<file path="src/rtl/core/bpm_pkg.sv">
package bpm_pkg;

  localparam int MAX_NEEDLE_CHARS = 16;
  localparam int WIN_DEPTH        = 2 * MAX_NEEDLE_CHARS;
  localparam int CNT_W            = $clog2(WIN_DEPTH + 1);
  localparam int OFFSET_BITS      = 48;
  localparam int HIT_OFFSET_W     = 48;
  localparam int CFG_DATA_W       = 64;
  localparam int CFG_IDX_W        = 3;
  localparam int LEN_W            = 5;
  localparam int REG_CHARS        = 8;

  localparam logic [7:0] ASCII_UPPER_A = 8'h41;
  localparam logic [7:0] ASCII_UPPER_Z = 8'h5A;
  localparam logic [7:0] CASE_DELTA    = 8'd32;

  typedef enum logic [CFG_IDX_W-1:0] {
    REG_NEEDLE_LOW  = 3'd0,
    REG_NEEDLE_HIGH = 3'd1,
    REG_NEEDLE_LEN  = 3'd2,
    REG_FOLD_CASE   = 3'd3,
    REG_WIDE_MODE   = 3'd4
  } cfg_reg_t;

  typedef struct packed {
    logic [CFG_DATA_W-1:0] needle_low;
    logic [CFG_DATA_W-1:0] needle_high;
    logic [LEN_W-1:0]      needle_len;
    logic                  fold_case;
    logic                  wide_mode;
  } cfg_t;

  typedef struct packed {
    logic shift;
    logic fold;
  } cell_ctrl_t;

  typedef struct packed {
    logic [CNT_W-1:0]     pat_len;
    logic [WIN_DEPTH-1:0] in_use;
  } pat_info_t;

  function automatic logic [7:0] fold_byte(input logic [7:0] b, input logic en);
    if (en && b >= ASCII_UPPER_A && b <= ASCII_UPPER_Z) begin
      return b + CASE_DELTA;
    end
    return b;
  endfunction

  // Needle characters past the two registers read as zero bytes.
  function automatic logic [7:0] needle_char(input logic [CFG_DATA_W-1:0] lo,
                                             input logic [CFG_DATA_W-1:0] hi,
                                             input int idx);
    if (idx < REG_CHARS) begin
      return lo[8*idx +: 8];
    end
    if (idx < 2 * REG_CHARS) begin
      return hi[8*(idx-REG_CHARS) +: 8];
    end
    return 8'h00;
  endfunction

endpackage

</file>
<file path="src/rtl/core/byte_pattern_matcher.sv">
// Streaming needle search over a byte stream.
// Input channel: one byte per transfer (in_data_byte) with in_file_end marking the
// last byte of a file; a transfer happens on a rising edge with in_valid high and
// in_stall low. Output channel: one transfer per hit carrying out_hit_offset, the
// byte offset in the file where the match starts. Hits never overlap.
// Configuration: cfg_wr_en with cfg_index selects needle_chars_low (0),
// needle_chars_high (1), needle_length (2), fold_case (3), wide_mode (4); other
// indexes are ignored. Write only while the block is idle; the window is kept.
// A hit shows on out_valid in the cycle after the transfer of the byte that
// completes it. Throughput: one byte per cycle unless stalled, set by the row
// of 32 compare cells that shift the window and compare all entries in the same
// cycle. The result sits in a single output register; the input side is stalled
// only while that register is full and out_stall is high, so a result that waits
// on a stalled receiver holds back every input byte until it is taken.
// Reset (rst_n low, synchronous) clears the registers, the offset, the match
// window bookkeeping and the output valid. No clearing pass is needed.
module byte_pattern_matcher (
  input  logic                               clk,
  input  logic                               rst_n,
  input  logic                               cfg_wr_en,
  input  logic [bpm_pkg::CFG_IDX_W-1:0]      cfg_index,
  input  logic [bpm_pkg::CFG_DATA_W-1:0]     cfg_wr_data,
  input  logic                               in_valid,
  output logic                               in_stall,
  input  logic [7:0]                         in_data_byte,
  input  logic                               in_file_end,
  output logic                               out_valid,
  input  logic                               out_stall,
  output logic [bpm_pkg::HIT_OFFSET_W-1:0]   out_hit_offset
);

  localparam int WIN = bpm_pkg::WIN_DEPTH;
  localparam int CW  = bpm_pkg::CNT_W;
  localparam int OW  = bpm_pkg::OFFSET_BITS;

  // Configuration registers.
  bpm_pkg::cfg_t cfg_r;

  always_ff @(posedge clk) begin
    if (!rst_n) begin
      cfg_r <= '0;
    end else if (cfg_wr_en) begin
      case (bpm_pkg::cfg_reg_t'(cfg_index))
        bpm_pkg::REG_NEEDLE_LOW:  cfg_r.needle_low  <= cfg_wr_data;
        bpm_pkg::REG_NEEDLE_HIGH: cfg_r.needle_high <= cfg_wr_data;
        bpm_pkg::REG_NEEDLE_LEN:  cfg_r.needle_len  <= cfg_wr_data[bpm_pkg::LEN_W-1:0];
        bpm_pkg::REG_FOLD_CASE:   cfg_r.fold_case   <= cfg_wr_data[0];
        bpm_pkg::REG_WIDE_MODE:   cfg_r.wide_mode   <= cfg_wr_data[0];
        default: ;
      endcase
    end
  end

  // The pattern is reversed and shifted so that cell j sees the byte it must match.
  logic [WIN-1:0][7:0] pat_bytes;
  bpm_pkg::pat_info_t  pat_info;

  bpm_align u_align (
    .cfg       (cfg_r),
    .pat_bytes (pat_bytes),
    .info      (pat_info)
  );

  // Handshake.
  logic in_xfer;
  logic out_xfer;
  logic out_valid_r;

  assign in_stall = out_valid_r & out_stall;
  assign in_xfer  = in_valid & ~in_stall;
  assign out_xfer = out_valid_r & ~out_stall;

  // Row of window cells: cell 0 holds the newest byte.
  bpm_pkg::cell_ctrl_t cell_ctrl;
  logic [WIN-1:0][7:0] win_byte;
  logic [WIN-1:0]      cell_match;

  assign cell_ctrl.shift = in_xfer;
  assign cell_ctrl.fold  = cfg_r.fold_case;

  for (genvar j = 0; j < WIN; j++) begin : g_cell
    bpm_cell u_cell (
      .clk      (clk),
      .ctrl     (cell_ctrl),
      .byte_in  ((j == 0) ? in_data_byte : win_byte[(j == 0) ? 0 : j - 1]),
      .pat_byte (pat_bytes[j]),
      .byte_out (win_byte[j]),
      .match    (cell_match[j])
    );
  end

  // free_r counts window entries usable by a match: bytes seen since the file
  // began or since the last hit, whichever is later, saturating at the depth.
  logic [CW-1:0] free_r;
  logic [CW-1:0] free_nxt;
  logic [CW-1:0] free_inc;
  logic [OW-1:0] pos_r;
  logic [OW-1:0] pos_nxt;
  logic [OW-1:0] start;
  logic          hit;

  always_comb begin
    free_inc = (free_r == CW'(WIN)) ? free_r : free_r + CW'(1);
    hit      = (pat_info.pat_len != '0) && (pat_info.pat_len <= free_inc) &&
               (&(cell_match | ~pat_info.in_use));
    start    = pos_r - OW'(pat_info.pat_len) + OW'(1);

    free_nxt = free_r;
    pos_nxt  = pos_r;
    if (in_xfer) begin
      free_nxt = (hit || in_file_end) ? '0 : free_inc;
      pos_nxt  = in_file_end ? '0 : pos_r + OW'(1);
    end
  end

  logic [bpm_pkg::HIT_OFFSET_W-1:0] hit_offset_r;

  always_ff @(posedge clk) begin
    if (!rst_n) begin
      free_r      <= '0;
      pos_r       <= '0;
      out_valid_r <= 1'b0;
    end else begin
      free_r <= free_nxt;
      pos_r  <= pos_nxt;
      if (in_xfer && hit) begin
        out_valid_r <= 1'b1;
      end else if (out_xfer) begin
        out_valid_r <= 1'b0;
      end
    end
  end

  always_ff @(posedge clk) begin
    if (in_xfer && hit) begin
      hit_offset_r <= bpm_pkg::HIT_OFFSET_W'(start);
    end
  end

  assign out_valid      = out_valid_r;
  assign out_hit_offset = hit_offset_r;

endmodule

</file>
<file path="src/rtl/core/bpm_cell.sv">
module bpm_cell (
  input  logic                clk,
  input  bpm_pkg::cell_ctrl_t ctrl,
  input  logic [7:0]          byte_in,
  input  logic [7:0]          pat_byte,
  output logic [7:0]          byte_out,
  output logic                match
);

  logic [7:0] byte_r;

  // The byte arriving now is this cell's window entry once the transfer completes.
  always_ff @(posedge clk) begin
    if (ctrl.shift) begin
      byte_r <= byte_in;
    end
  end

  assign byte_out = byte_r;
  assign match    = (bpm_pkg::fold_byte(byte_in, ctrl.fold) == pat_byte);

endmodule

</file>
<file path="src/rtl/core/bpm_align.sv">
module bpm_align (
  input  bpm_pkg::cfg_t                                  cfg,
  output logic [bpm_pkg::WIN_DEPTH-1:0][7:0]             pat_bytes,
  output bpm_pkg::pat_info_t                             info
);

  localparam int VEC_W = 8 * bpm_pkg::WIN_DEPTH;

  logic [bpm_pkg::CNT_W-1:0] chars;
  logic [bpm_pkg::CNT_W-1:0] pat_len;
  logic [bpm_pkg::CNT_W-1:0] shift_bytes;
  logic [VEC_W-1:0]          rev_vec;
  logic [VEC_W-1:0]          aligned_vec;

  always_comb begin
    if (bpm_pkg::CNT_W'(cfg.needle_len) > bpm_pkg::CNT_W'(bpm_pkg::MAX_NEEDLE_CHARS)) begin
      chars = bpm_pkg::CNT_W'(bpm_pkg::MAX_NEEDLE_CHARS);
    end else begin
      chars = bpm_pkg::CNT_W'(cfg.needle_len);
    end
    pat_len     = cfg.wide_mode ? (chars << 1) : chars;
    shift_bytes = bpm_pkg::CNT_W'(bpm_pkg::WIN_DEPTH) - pat_len;
  end

  // Pattern byte i is placed reversed, at byte WIN_DEPTH-1-i of the vector.
  always_comb begin
    logic [7:0] pb;
    for (int i = 0; i < bpm_pkg::WIN_DEPTH; i++) begin
      if (cfg.wide_mode) begin
        pb = (i % 2 == 1) ? 8'h00
                          : bpm_pkg::needle_char(cfg.needle_low, cfg.needle_high, i / 2);
      end else begin
        pb = bpm_pkg::needle_char(cfg.needle_low, cfg.needle_high, i);
      end
      rev_vec[8*(bpm_pkg::WIN_DEPTH-1-i) +: 8] = bpm_pkg::fold_byte(pb, cfg.fold_case);
    end
  end

  // After the shift, window entry j lines up with pattern byte pat_len-1-j.
  assign aligned_vec = rev_vec >> {shift_bytes, 3'b000};

  always_comb begin
    for (int j = 0; j < bpm_pkg::WIN_DEPTH; j++) begin
      pat_bytes[j]   = aligned_vec[8*j +: 8];
      info.in_use[j] = (bpm_pkg::CNT_W'(j) < pat_len);
    end
    info.pat_len = pat_len;
  end

endmodule

</file>
<file path="config.mk">
export PLATFORM = sky130hd
export DESIGN_NAME = byte_pattern_matcher
export DESIGN_NICKNAME = d
export VERILOG_FILES = /design/src/rtl/core/bpm_pkg.sv /design/src/rtl/core/byte_pattern_matcher.sv /design/src/rtl/core/bpm_cell.sv /design/src/rtl/core/bpm_align.sv
export SDC_FILE = /design/constraint.sdc
export NUM_CORES = 2
export LEC_CHECK = 0
export BUFFER_PORTS_ARGS = -buffer_cell sky130_fd_sc_hd__buf_4
export CAP_MARGIN = 20
export CORE_ASPECT_RATIO = 1.25
export CORE_MARGIN = 8
export CORE_UTILIZATION = 55
export DETAILED_ROUTE_END_ITERATION = 8
export MAX_ROUTING_LAYER = met4
export PLACE_DENSITY = 0.7
export RECOVER_POWER = 50
export SLEW_MARGIN = 15
export SYNTH_ARGS = -nofsm -noshare
export SYNTH_HDL_FRONTEND = slang
export SYNTH_SLANG_ARGS = --single-unit
</file>
<file path="constraint.sdc">
create_clock -name clk -period 25.8 [get_ports clk]
set_input_delay 1.29 -clock clk [delete_from_list [all_inputs] [get_ports clk]]
set_output_delay 1.29 -clock clk [all_outputs]
set_load 0.005 [all_outputs]
</file>
==> impl_metrics.env <==
export IMPL_crit_path_max_fanout=167
export IMPL_antenna_found_initial=8
export IMPL_criticalPathCategory="in2reg"
export IMPL_ctsRootBufferMaster="clkbuf_16"
export IMPL_ys_top_cells_by_count="nand2_1, nor2_1, edfxtp_1"
export IMPL_synthCells=4656
export IMPL_globalplace_congestion=1.20
export IMPL_hpwl_mm=155
export IMPL_reg2regPathDepth=18
export IMPL_worst_endpoint_required_ns=26.04
export IMPL_fin_cells=5649
export IMPL_synth_enable_flop_cells=296
export IMPL_crit_chain="clkbuf_1, a21boi_0, clkbuf_1, buf_4"
export IMPL_firstDrtPassIters=8
export IMPL_worst_pin_slew_ns=9.02
export IMPL_cts_setup_buffers=0
export IMPL_cts_hold_buf=0
export IMPL_finalSetupViolCount=0
export IMPL_cts_num_sinks=486
export IMPL_hold_path_startpoint="g_cell[29].u_cell.byte_out[2]"
export IMPL_area_growth_pct=8.71
export IMPL_power_frac_comb_pct=19.2
export IMPL_relSlewSlack_pct=-502
export IMPL_rows=110
export IMPL_final_util_pct=59.9
export IMPL_multi_input_area_um2=25000
export IMPL_die_h_um=315
export IMPL_setup_slack_ns=15.15
export IMPL_failed_checks="max-capacitance violations, max-slew violations"
export IMPL_rsz0062_at_grt="no"
export IMPL_vias=41900
export IMPL_place_inst=5545
export IMPL_core_area_um2=71600
export IMPL_yosysWarnings=0
export IMPL_synthFlopType="edfxtp_1"
export IMPL_grt_pass1_vias=39200
export IMPL_end_kind="register"
export IMPL_drv_cap=6
export IMPL_crit_path_frequent_cell="clkbuf_1"
export IMPL_drive_above_1_share_pct=10.5
export IMPL_drtIter0Drc=7151
export IMPL_timing_final_crit_share_pct=41.3
export IMPL_grt_overflow=0
export IMPL_cts_buffer_depth=3
export IMPL_ys_ff_latch=486
export IMPL_hold_depth=0
export IMPL_fin_total_pwr_mw=2.06
export IMPL_seqPwrFrac_pct=44.9
export IMPL_p_sw_mw=0.664
export IMPL_dpl_worst_slack_ns=17.05
export IMPL_fin_crit_ns=10.65
export IMPL_ys_seq_area_share_pct=32.2
export IMPL_htreeDepth=2
export IMPL_async_flop_share_pct=0
export IMPL_cts_buffers_inserted=47
export IMPL_critPathSlowestCell="clkbuf_1"
export IMPL_slew_viol_final=433
export IMPL_ys_top_cells_by_area="edfxtp_1, dfxtp_1, nand2_1"
export IMPL_grt_max_degree=168
export IMPL_ff_latch_area_um2=12700
export IMPL_crit_arrival_ns=10.90
export IMPL_grt_first_pass_wirelength_mm=288
export IMPL_routed_via_density=7.42
export IMPL_critPathLaunch="out_stall"
export IMPL_critical_path_max_stage_delay_ns=6.28
export IMPL_swShare_pct=32.3
export IMPL_r2r_slack_ns=15.17
export IMPL_cts_clk_slew_worst_paths_ns=0.06
export IMPL_max_clock_freq_ghz=0.0939
export IMPL_yosysTopAreaCell="edfxtp_1"
export IMPL_netlist_area_leader_share_pct=22.5
export IMPL_initial_core_util_pct=55.1
export IMPL_finalSetupTns_ns=0
export IMPL_cts_resized=0
export IMPL_drt_wl_total_mm=206
export IMPL_irDropWorstVdd_uv=82.7
export IMPL_hold_path_class="reg2reg"
export IMPL_grt_usage_pct=50.4
export IMPL_hold_violations=0
export IMPL_io_buffer_count=130
export IMPL_fillers=6150
export IMPL_num_io_pins=131
export IMPL_layout_nets=4887
export IMPL_netlist_area_um2=39400
export IMPL_insertion_delay_ns=0.64
export IMPL_wl_per_cell_um=36.5
export IMPL_clkPwrFrac_pct=35.9
export IMPL_p_per_area_nw_per_um2=48.0
export IMPL_tritoncts="done"
export IMPL_finClkSkew_ns=0.0205
export IMPL_ys_types=113
export IMPL_intPower_mw=1.39
export IMPL_cp_start_kind="primary input"
export IMPL_status="complete, but fails checks"
export IMPL_synth_most_common_cell="nand2_1"
export IMPL_dieArea_um2=80600
export IMPL_timing_rr_start="cfg_r[0]"
export IMPL_final_antenna_net_count=0
export IMPL_die_x_um=256
export IMPL_drcViolationCount=0
export IMPL_syn_nets=4895
export IMPL_p_leak_nw=15.0
export IMPL_avgSynthCellArea_um2=8.47
==> state kept, by name, summed over array words and instances (netlist names) <==
name	count
cell_ctrl	1
cfg_r	134
free_r	6
g_cell.u_cell.byte_out	248
out_hit_offset	48
out_valid	1
pos_r	48
==> kinds of logic (layout without fill, tap and decap cells) <==
logic type                 count (synthesis)  after routing  share of synthesized area (%)
other                                      0             11                              0
DFF                                      486            486                           32.2
adders and majority gates                158            158                           5.03
xor gates and xnor gates                 243            243                           5.40
muxes                                    260            260                           7.79
buffers and inverters                    457            487                           4.96
and+or+nand+nor                         1638           1638                           20.2
AOI/OAI and AO/OA                       1414           1414                           24.4
==> worst paths after layout <==
check,endpoint
setup / recovery,g_cell[12].u_cell.byte_out[6]
hold / removal,g_cell[30].u_cell.byte_out[2]
setup reg to reg,out_hit_offset[45]
hold reg to reg,g_cell[30].u_cell.byte_out[2]
==> layer usage <==
| layer | wire, µm | share of wire (%) | vias up | track usage (%) |
|---|---|---|---|---|
| met5 | 0 | 0 | - | - |
| met4 | 25300 | 12 | 0 | 47.0 |
| met3 | 26400 | 13 | 981 | 14.2 |
| met2 | 86100 | 42 | 3527 | 73.1 |
| met1 | 68600 | 33 | 19900 | 55.9 |
| li1 | - | - | 17500 | - |
==> worst max-delay path, delay by kind of cell <==
family	cells	cell delay, ns
buffers and inverters	3	7.92
AO/OA/AOI/OAI	1	1.31
==> power groups by stage <==
stage / logic (mW) / clock network [mW] / registers [mW]
global placement: 0.363 / 0 / 0.930
detailed placement: 0.366 / 0 / 0.931
global route: 0.400 / 0.764 / 0.923
CTS: 0.368 / 0.738 / 0.915
floorplan: 0.220 / 0 / 0.908
finish: 0.395 / 0.738 / 0.923
==> layout by cell type (no fill, tap or decap), types with 31 or more instances in the layout <==
master,Yosys,final
a21oi_1,272,271
xnor2_1,157,157
clkbuf_16,0,49
buf_4,21,221
nand2_1,623,620
a221oi_1,42,41
nand2b_1,37,37
nor2b_1,42,41
dfxtp_1,190,187
mux4_2,31,31
o221ai_1,49,49
a21boi_0,134,134
ha_1,157,156
nor2_1,352,346
a31oi_1,57,56
nor3_1,85,85
xor2_1,86,86
mux2i_1,173,169
o22ai_1,104,104
mux2_2,55,55
o211ai_1,47,47
and2_1,33,31
nand3_1,109,109
edfxtp_1,296,296
nor4_1,68,67
nand4_1,32,32
o21ai_0,251,250
a22oi_1,51,51
and3_1,35,35
a211oi_1,49,49
inv_1,155,154
or3_1,35,35
==> layout make-up <==
class / instances / share of cell area (%)
Clock inverter: 32 / 0.811
Tap cell: 952 / 2.78
Inverter: 158 / 1.39
Sequential cell: 486 / 29.6
Antenna cell: 11 / 0.0642
Clock buffer: 55 / 2.98
Timing Repair Buffer: 242 / 4.13
Multi-Input combinational cell: 3713 / 58.2
==> per-stage QoR <==
step / hold WS, ns / instance area, µm²
finish: 0.458 / 42900
global route: 0.469 / 42900
CTS: 0.452 / 42800
detailed placement: 0.434 / 41200
global placement: 0.430 / 41200
floorplan: 0.427 / 39400
(Power assumes the default switching activity.)
